--- config.mk ---
export PLATFORM = sky130hd
export DESIGN_NAME = array_permute_engine
export DESIGN_NICKNAME = d
export VERILOG_FILES = /design/src/hw/rtl/ape_pkg.sv /design/src/hw/rtl/array_permute_engine.sv
export SDC_FILE = /design/constraint.sdc
export NUM_CORES = 1
export LEC_CHECK = 0
export ABC_AREA = 1
export BUFFER_PORTS_ARGS = -buffer_cell sky130_fd_sc_hd__buf_4
export CELL_PAD_IN_SITES_DETAIL_PLACEMENT = 2
export CELL_PAD_IN_SITES_GLOBAL_PLACEMENT = 2
export CORE_ASPECT_RATIO = 1.75
export CORE_UTILIZATION = 30
export DETAILED_ROUTE_END_ITERATION = 7
export PLACE_DENSITY_LB_ADDON = 0.25
export SYNTH_ARGS = -nofsm -noshare
export SYNTH_HDL_FRONTEND = slang
export SYNTH_SLANG_ARGS = --single-unit
--- constraint.sdc ---
create_clock -name clock -period 11.8 [get_ports clock]
set_clock_uncertainty 0.2 [all_clocks]
set_input_delay 2.36 -clock clock [delete_from_list [all_inputs] [get_ports clock]]
set_output_delay 2.36 -clock clock [all_outputs]
set_load 0.005 [all_outputs]
--- src/hw/rtl/ape_pkg.sv ---
// shared types and codes for the array permute engine
// no dependencies
`timescale 1ns / 1ps

package ape_pkg;

   localparam int CAPACITY = 16;
   localparam int IDX_W    = $clog2(CAPACITY);
   localparam int CNT_W    = $clog2(CAPACITY + 1);
   localparam int WORD_W   = 32;
   localparam int OP_W     = 3;

   typedef logic [OP_W-1:0]          op_code_type;
   typedef logic [1:0]               status_type;
   typedef logic signed [WORD_W-1:0] word_type;

   localparam op_code_type OP_APPEND  = 3'd0;
   localparam op_code_type OP_REVERSE = 3'd1;
   localparam op_code_type OP_SWAP    = 3'd2;
   localparam op_code_type OP_ROTATE  = 3'd3;
   localparam op_code_type OP_HALVES  = 3'd4;
   localparam op_code_type OP_READ    = 3'd5;

   localparam status_type ST_OK   = 2'd0;
   localparam status_type ST_FULL = 2'd1;
   localparam status_type ST_ARG  = 2'd2;

endpackage

--- src/hw/rtl/array_permute_engine.sv ---
// Array permute engine: one item in, one result item out, one item at a time. The 16 words
// live in a single-write, dual-read synchronous memory, so every word move is a read followed
// by a write. Reverse, swap pairs and reverse halves swap two entries at a time (check, read
// both, write low, write high). Rotate right moves one word at a time (read below, write up).
// A finished result waits in an output register, and the next item is taken while it waits.
// Depends on ape_pkg.
`timescale 1ns / 1ps

module array_permute_engine
   import ape_pkg::*;
(
   input  logic                    clock,
   input  logic                    reset,
   input  logic                    req_valid,
   output logic                    req_stall,
   input  logic [OP_W-1:0]         req_type,
   input  logic signed [WORD_W-1:0] req_value,
   input  logic [CNT_W-1:0]        req_split_point,
   input  logic [IDX_W-1:0]        req_read_index,
   output logic                    rsp_valid,
   input  logic                    rsp_stall,
   output logic signed [WORD_W-1:0] rsp_read_word,
   output logic [CNT_W-1:0]        rsp_fill_level,
   output logic [1:0]              rsp_status
);

   typedef enum logic [3:0] {
      S_IDLE,
      S_RD_WAIT,
      S_SW_CHK,
      S_SW_RD,
      S_SW_WLO,
      S_SW_WHI,
      S_ROT_CAP,
      S_ROT_RD,
      S_ROT_WR,
      S_ROT_FIN,
      S_DONE
   } state_type;

   state_type   state_ff, state_in;
   logic [CNT_W-1:0] fill_ff, fill_in;
   op_code_type op_ff, op_in;
   logic [CNT_W-1:0] split_ff, split_in;
   logic [IDX_W-1:0] lo_ff, lo_in;
   logic [IDX_W-1:0] hi_ff, hi_in;
   logic [CNT_W-1:0] cnt_ff, cnt_in;
   logic        phase2_ff, phase2_in;
   word_type    last_ff, last_in;
   word_type    word_ff, word_in;
   status_type  status_ff, status_in;
   logic        rsp_valid_ff, rsp_valid_in;
   word_type    rsp_word_ff, rsp_word_in;
   logic [CNT_W-1:0] rsp_fill_ff, rsp_fill_in;
   status_type  rsp_status_ff, rsp_status_in;

   // word memory
   word_type         mem [CAPACITY];
   logic             mem_we;
   logic [IDX_W-1:0] mem_wa;
   word_type         mem_wd;
   logic             rd_en;
   logic [IDX_W-1:0] ra_a;
   logic [IDX_W-1:0] ra_b;
   word_type         rd_a_ff;
   word_type         rd_b_ff;

   logic out_free;

   assign out_free = !rsp_valid_ff || !rsp_stall;

   always_ff @(posedge clock) begin
      if (mem_we) begin
         mem[mem_wa] <= mem_wd;
      end
      if (rd_en) begin
         rd_a_ff <= mem[ra_a];
         rd_b_ff <= mem[ra_b];
      end
   end

   // reads and writes never fall in the same cycle, so no entry is read while written
   always_comb begin
      state_in      = state_ff;
      fill_in       = fill_ff;
      op_in         = op_ff;
      split_in      = split_ff;
      lo_in         = lo_ff;
      hi_in         = hi_ff;
      cnt_in        = cnt_ff;
      phase2_in     = phase2_ff;
      last_in       = last_ff;
      word_in       = word_ff;
      status_in     = status_ff;
      rsp_valid_in  = rsp_valid_ff && rsp_stall;
      rsp_word_in   = rsp_word_ff;
      rsp_fill_in   = rsp_fill_ff;
      rsp_status_in = rsp_status_ff;
      mem_we        = 1'b0;
      mem_wa        = lo_ff;
      mem_wd        = rd_b_ff;
      rd_en         = 1'b0;
      ra_a          = lo_ff;
      ra_b          = hi_ff;

      case (state_ff)
         S_IDLE: begin
            if (req_valid) begin
               op_in     = req_type;
               split_in  = req_split_point;
               status_in = ST_OK;
               word_in   = '0;
               phase2_in = 1'b0;
               state_in  = S_DONE;
               case (req_type)
                  OP_APPEND: begin
                     if (fill_ff >= CNT_W'(CAPACITY)) begin
                        status_in = ST_FULL;
                     end else begin
                        mem_we  = 1'b1;
                        mem_wa  = fill_ff[IDX_W-1:0];
                        mem_wd  = req_value;
                        fill_in = fill_ff + CNT_W'(1);
                     end
                  end
                  OP_REVERSE: begin
                     lo_in    = '0;
                     hi_in    = IDX_W'(fill_ff - CNT_W'(1));
                     cnt_in   = fill_ff >> 1;
                     state_in = S_SW_CHK;
                  end
                  OP_SWAP: begin
                     lo_in    = '0;
                     hi_in    = IDX_W'(1);
                     cnt_in   = fill_ff >> 1;
                     state_in = S_SW_CHK;
                  end
                  OP_ROTATE: begin
                     if (fill_ff != '0) begin
                        rd_en    = 1'b1;
                        ra_a     = IDX_W'(fill_ff - CNT_W'(1));
                        hi_in    = IDX_W'(fill_ff - CNT_W'(1));
                        state_in = S_ROT_CAP;
                     end
                  end
                  OP_HALVES: begin
                     if (req_split_point > fill_ff) begin
                        status_in = ST_ARG;
                     end else begin
                        lo_in     = '0;
                        hi_in     = IDX_W'(req_split_point - CNT_W'(1));
                        cnt_in    = req_split_point >> 1;
                        phase2_in = 1'b1;
                        state_in  = S_SW_CHK;
                     end
                  end
                  OP_READ: begin
                     if (CNT_W'(req_read_index) < fill_ff) begin
                        rd_en    = 1'b1;
                        ra_a     = req_read_index;
                        state_in = S_RD_WAIT;
                     end else begin
                        status_in = ST_ARG;
                     end
                  end
                  default: begin
                  end
               endcase
            end
         end
         S_RD_WAIT: begin
            word_in  = rd_a_ff;
            state_in = S_DONE;
         end
         S_SW_CHK: begin
            if (cnt_ff == '0) begin
               if (phase2_ff) begin
                  // second span of reverse halves
                  phase2_in = 1'b0;
                  lo_in     = split_ff[IDX_W-1:0];
                  hi_in     = IDX_W'(fill_ff - CNT_W'(1));
                  cnt_in    = (fill_ff - split_ff) >> 1;
               end else begin
                  state_in = S_DONE;
               end
            end else begin
               state_in = S_SW_RD;
            end
         end
         S_SW_RD: begin
            rd_en    = 1'b1;
            ra_a     = lo_ff;
            ra_b     = hi_ff;
            state_in = S_SW_WLO;
         end
         S_SW_WLO: begin
            mem_we   = 1'b1;
            mem_wa   = lo_ff;
            mem_wd   = rd_b_ff;
            state_in = S_SW_WHI;
         end
         S_SW_WHI: begin
            mem_we = 1'b1;
            mem_wa = hi_ff;
            mem_wd = rd_a_ff;
            cnt_in = cnt_ff - CNT_W'(1);
            if (op_ff == OP_SWAP) begin
               lo_in = lo_ff + IDX_W'(2);
               hi_in = hi_ff + IDX_W'(2);
            end else begin
               lo_in = lo_ff + IDX_W'(1);
               hi_in = hi_ff - IDX_W'(1);
            end
            state_in = S_SW_CHK;
         end
         S_ROT_CAP: begin
            last_in = rd_a_ff;
            if (hi_ff == '0) begin
               state_in = S_ROT_FIN;
            end else begin
               state_in = S_ROT_RD;
            end
         end
         S_ROT_RD: begin
            rd_en    = 1'b1;
            ra_a     = hi_ff - IDX_W'(1);
            state_in = S_ROT_WR;
         end
         S_ROT_WR: begin
            mem_we = 1'b1;
            mem_wa = hi_ff;
            mem_wd = rd_a_ff;
            hi_in  = hi_ff - IDX_W'(1);
            if (hi_ff == IDX_W'(1)) begin
               state_in = S_ROT_FIN;
            end else begin
               state_in = S_ROT_RD;
            end
         end
         S_ROT_FIN: begin
            mem_we   = 1'b1;
            mem_wa   = '0;
            mem_wd   = last_ff;
            state_in = S_DONE;
         end
         S_DONE: begin
            if (out_free) begin
               rsp_valid_in  = 1'b1;
               rsp_word_in   = word_ff;
               rsp_fill_in   = fill_ff;
               rsp_status_in = status_ff;
               state_in      = S_IDLE;
            end
         end
         default: begin
            state_in = S_IDLE;
         end
      endcase
   end

   always_ff @(posedge clock) begin
      if (reset) begin
         state_ff      <= S_IDLE;
         fill_ff       <= '0;
         phase2_ff     <= 1'b0;
         rsp_valid_ff  <= 1'b0;
         rsp_word_ff   <= '0;
         rsp_fill_ff   <= '0;
         rsp_status_ff <= ST_OK;
      end else begin
         state_ff      <= state_in;
         fill_ff       <= fill_in;
         phase2_ff     <= phase2_in;
         rsp_valid_ff  <= rsp_valid_in;
         rsp_word_ff   <= rsp_word_in;
         rsp_fill_ff   <= rsp_fill_in;
         rsp_status_ff <= rsp_status_in;
      end
   end

   always_ff @(posedge clock) begin
      op_ff         <= op_in;
      split_ff      <= split_in;
      lo_ff         <= lo_in;
      hi_ff         <= hi_in;
      cnt_ff        <= cnt_in;
      last_ff       <= last_in;
      word_ff       <= word_in;
      status_ff     <= status_in;
   end

   assign req_stall      = (state_ff != S_IDLE);
   assign rsp_valid      = rsp_valid_ff;
   assign rsp_read_word  = rsp_word_ff;
   assign rsp_fill_level = rsp_fill_ff;
   assign rsp_status     = rsp_status_ff;

endmodule

======== Word-level counts from Yosys, hierarchy flattened ========
Memories as Yosys holds them, arrays and structs flattened. A register that Yosys moved wholly into a read port is not among the register bits.
Index checks and enable logic that the tools add are counted.
word-level totals
  bits in registers ....................... 137
  bits in writable memories ............... 512
  bits of input ports ..................... 48
  output and inout bits ................... 41
  memories kept ........................... 1
memory list
  memory  words  width  read ports  clocked after Yosys merged registers in  write ports  RTL line                    RTL
  mem     16     32     2           2                                        1            array_permute_engine.sv:58  word_type mem [CAPACITY];
operators by class
  add/subtract/negate cells ............... 9
  $lt $le $gt $ge ......................... 3
  equal/unequal tests ..................... 26
  muxes and demuxes ....................... 69
  bitwise logic cells ..................... 1
  reduce and logical (&&, ||, !) cells .... 27
operators by type and width
  kind                   count
  $mux W32               4
  $mux W4                26
  $pmux W32 S3           1
  $pmux W32 S2           1
  $pmux W4 S4            3
  $pmux W4 S10           1
  $pmux W4 S2            3
  $pmux W4 S3            2
  $mux W5                4
  $eq A4 B3 Y1 const B   4
  $mux W1                15
  $pmux W5 S3            1
  $eq A4 B4 Y1 const B   3
  $sub A4 B1 Y4 const B  3
  $pmux W5 S2            1
  $eq A3 B2 Y1 const B   3
  $ne A3 B3 Y1 const B   3
  $add A4 B2 Y4 const B  2
  $eq A4 B1 Y1 const B   2
  $eq A4 B2 Y1 const B   2
  $logic_not A4 Y1       2
  $ne A2 B2 Y1 const B   4
  $pmux W1 S2            4
  $reduce_bool A4 Y1     2
  29 further kinds       39

======== Depth between registers and ports, before layout ========
  depth in word-level cells ............... 7
  mapped depth ............................ 22
  gate-level depth less buffers ........... 20

======== Worst setup path after synthesis ========
No wires, ideal clock.
  path type ............................... input -> register
  from .................................... input req_read_index[2]
  to ...................................... register rd_a_ff[0], read port of mem (enable)
  setup time .............................. 0.508 ns
  arrival ................................. 6.215 ns
  data required time ...................... 11.092 ns
  setup slack ............................. 4.877 ns
  stages .................................. 8
  cells stage by stage .................... ha_1 -> nand2_1 -> nand2_1 -> nand2_1 -> nand3_1 -> nand2_1 -> nand3_1 -> o22ai_1
between the ends
  word-level cells in the longest chain between the ends .. 5
  elaborated cells on any way between the ends .. 9
  those cells by class .................... order compare (1); mux (8)
ends and longest elaborated chain
  item          RTL line                     RTL
  from (decl)   array_permute_engine.sv:19   input logic [IDX_W-1:0] req_read_index,
  $lt A4 B5 Y1  array_permute_engine.sv:158  if (CNT_W'(req_read_index) < fill_ff) begin
  $mux W1       array_permute_engine.sv:158
  $pmux W1 S2   array_permute_engine.sv:115  case (req_type)
  $mux W1       array_permute_engine.sv:108  if (req_valid) begin
  $pmux W1 S2   array_permute_engine.sv:106  case (state_ff)
  via rd_en     array_permute_engine.sv:62   logic rd_en;
  to (decl)     array_permute_engine.sv:65   word_type rd_a_ff;
The timed path passes the listed nets, and every way through them passes these cells.
A chain may end at the register's enable or synchronous reset.

======== Worst setup path in the final report ========
  from .................................... input req_valid
  to ...................................... memory mem[10][18] (netlist bit) (enable)
between the ends
  word-level cells in the longest chain between the ends .. 4
  elaborated cells on any way between the ends .. 6
  those cells by class .................... mux (6)
ends and longest elaborated chain
  item                           RTL line                     RTL
  from (decl)                    array_permute_engine.sv:14   input logic req_valid,
  $mux W1                        array_permute_engine.sv:108
  $pmux W1 S2                    array_permute_engine.sv:106
  $mux W1                        array_permute_engine.sv:73   if (mem_we) begin
  $mux W1 (implied by the code)  array_permute_engine.sv:74   mem[mem_wa] <= mem_wd;
  to (decl)                      array_permute_engine.sv:58
Parallel ways exist; a longest one is shown, timed or not.

==> metrics.yaml <==
initial_core_util_pct: 30.3
grt_pass1_wl_um: 213000
die_h_um: 457
layout_worst_path_cycle_share_pct: 61.0
setup_viol: 0
yosys.area.top_type: "edfxtp_1"
overflow: 0
leakage_nw: 15.7
synth.top_cell.area_share_pct: 56.1
drive_above_1_share_pct: 8.35
post_cts_buffers: 0
first_global_vias: 31500
cap_violations: 0
hold_path_startpoint: "rsp_read_word[26]$_SDFFE_PP0P_"
ys.flop_type: "edfxtp_1"
drtAntennaViolNets: 0
synthXorXnorAreaFrac_pct: 0.296
grt_max_degree: 149
worstMarginPinSlew_ns: 1.19
rsz0062_at_grt: "no"
syn_inst: 3820
rows: 166
gp_congestion: 0.785
track_usage_pct: 24.4
path_class: "primary input to flip-flop"
ir_drop_mv: 0.341
dr.pass1.iters: 5
hp-class: "flip-flop to flip-flop"
post-route-util_pct: 34.2
synth.area.top_cells: "edfxtp_1 (56%), nand3_1 (12%), inv_1 (6.1%)"
synth_compound_area_share_pct: 11.6
synth_top_family_by_area: "simple AND/OR/NAND/NOR gates"
dieArea_mm2: 0.120
tritoncts: "built"
cts_resized: 0
dr_total_vias: 29300
synthesis.nets: 3891
synth-adder-area-share_pct: 0.832
core_area_mm2: 0.117
cts_root_buffer: "clkbuf_16"
routedWlPerCell_um: 27.3
insertion_delay_ns: 0.68
routed_wl_um: 146000
crit_start: "req_valid"
crit_required_ns: 11.90
antenna_found_initial: 3
crit_path_max_fanout: 38
hold_violations: 0
relSlewSlack_pct: 20.4
area_delta_synth_final_pct: 12.8
io_pins: 89
async_reset_ff_share_pct: 0
start_kind: "primary input"
min_to: "rsp_read_word[26]$_SDFFE_PP0P_"
drc: 0
synth_commonest_cells: "nand3_1 (820), edfxtp_1 (663), inv_1 (576)"
r2r_start: "state_ff[3]$_SDFFE_PP0P_"
vias_per_cell: 5.49
drv_slew: 0
status: "completed"
dpl_cell_area_mm2: 0.0376
nets: 3846
cts_buffers: 75
synth_edf_count: 663
cts_buffer_depth: 3
post-route-cell-area_mm2: 0.0400
arrival_ns: 7.30
dieWidth_um: 262
layout_min_cycle_time_ns: 7.19
synthDistinctLibCells: 45
synth-seq-area-share_pct: 58.9
io_buffers: 88
syn_area_mm2: 0.0355
dr.first_iter.drc_count: 1851
powerDensity_mw_per_mm2: 335
synth.most_common_cell: "nand3_1"
hold_buffers: 0
hold-path-cell-count: 2
cts_sinks: 713
h-tree-depth: 3
r2r_setup_slack_ns: 5.59
synthMuxAreaShare_pct: 0
reg2reg_to: "mem[10][18]$_DFFE_PP_"
ys_seq_elements: 713
path_clk_slew_ns: 0.07
yosys_warnings: 0
syn_avg_cell_area_um2: 9.29
synthSimpleGateAreaFrac_pct: 18.8
end_kind: "flip-flop"
worst-r2r-cell-count: 15
tns_ns: 0
max_freq_ghz: 0.139
dp_hpwl_um: 84200
## per-stage QoR
stage	power [mW]	setup slack (ns)	hold slack (ns)	std cells
2_1_floorplan	8.24	4.88	0.251	3820
3_3_place_gp	10.9	3.98	0.251	5210
3_5_place_dp	11.0	3.83	0.257	5210
4_1_cts	13.5	4.54	0.268	5343
5_1_grt	14.1	4.32	0.283	5344
6_report	13.4	4.61	0.263	5344
## worst max-delay path, stage by stage
cell,delay [ns]
buf_4,0.08
inv_1,0.06
nor2_1,0.74
inv_1,0.28
nor3_4,0.18
buf_4,0.58
inv_1,0.28
nand2_1,0.17
inv_2,0.46
nand2_1,0.20
o221ai_1,0.18
nor2_1,0.19
nand2_1,0.24
nor2_4,0.64
buf_4,0.57
## logic make-up (layout without fill, tap and decap cells)
logic type                 Yosys count  in the layout
and+or+nand+nor                   1453           1453
buffers and inverters              862            873
AOI/OAI and AO/OA                  757            757
DFF                                713            713
adders and majority gates           23             23
xor gates and xnor gates            12             12
other                                0              1
## registers in the layout, indices dropped and copies added (netlist names), 5 cells and up
register,count
rd_a_ff,32
mem,512
word_ff,32
split_ff,5
rsp_fill_level,5
cnt_ff,5
rd_b_ff,32
rsp_read_word,32
fill_ff,5
last_ff,32
## power breakdown
group          switching [mW]  total [mW]  internal [mW]
sequential              0.182        3.86           3.68
combinational            5.40        7.07           1.67
clock                    1.09        2.47           1.38
total                    6.68        13.4           6.73
## final cells by class
cell class,instances,area (um^2)
Tap cell,1512,1890
Inverter,593,2240
Sequential cell,713,20900
Clock inverter,45,434
Fill cell,12900,77100
Multi-Input combinational cell,2245,11400
Clock buffer,88,2010
Timing Repair Buffer,147,1140
Antenna cell,1,2.50
## routing by layer
layer  up-vias  wire length (um)  global-route usage [%]
met1     15300             58000                    28.0
met3       276              4960                    2.58
met4         4              5620                    9.69
met2       703             77500                    45.1
li1      13100                 -                       -
met5         -                27                       0
## cells in the final DEF, fill, tap and decap left out, types with 33 or more instances in the layout
| master | n |
|---|---|
| edfxtp_1 | 663 |
| dfxtp_1 | 50 |
| nor2_1 | 79 |
| nand2_1 | 473 |
| inv_1 | 573 |
| a21oi_1 | 380 |
| nand3_1 | 819 |
| o21ai_0 | 278 |
| buf_4 | 144 |
| clkbuf_16 | 77 |
| nand3b_1 | 33 |
## how the worst max path moves through the flow
stage | end | slack (ns) | cells after the start
3_5_place_dp | mem[10][22]$_DFFE_PP_ | 3.83 | 15
5_1_grt | mem[10][20]$_DFFE_PP_ | 4.32 | 15
4_1_cts | mem[10][22]$_DFFE_PP_ | 4.54 | 15
2_1_floorplan | rd_a_ff[0]$_DFFE_PP_ | 4.88 | 8
3_3_place_gp | mem[10][22]$_DFFE_PP_ | 3.98 | 15
6_report | mem[10][18]$_DFFE_PP_ | 4.61 | 15
No activity file was read; power rests on OpenSTA's default activity.
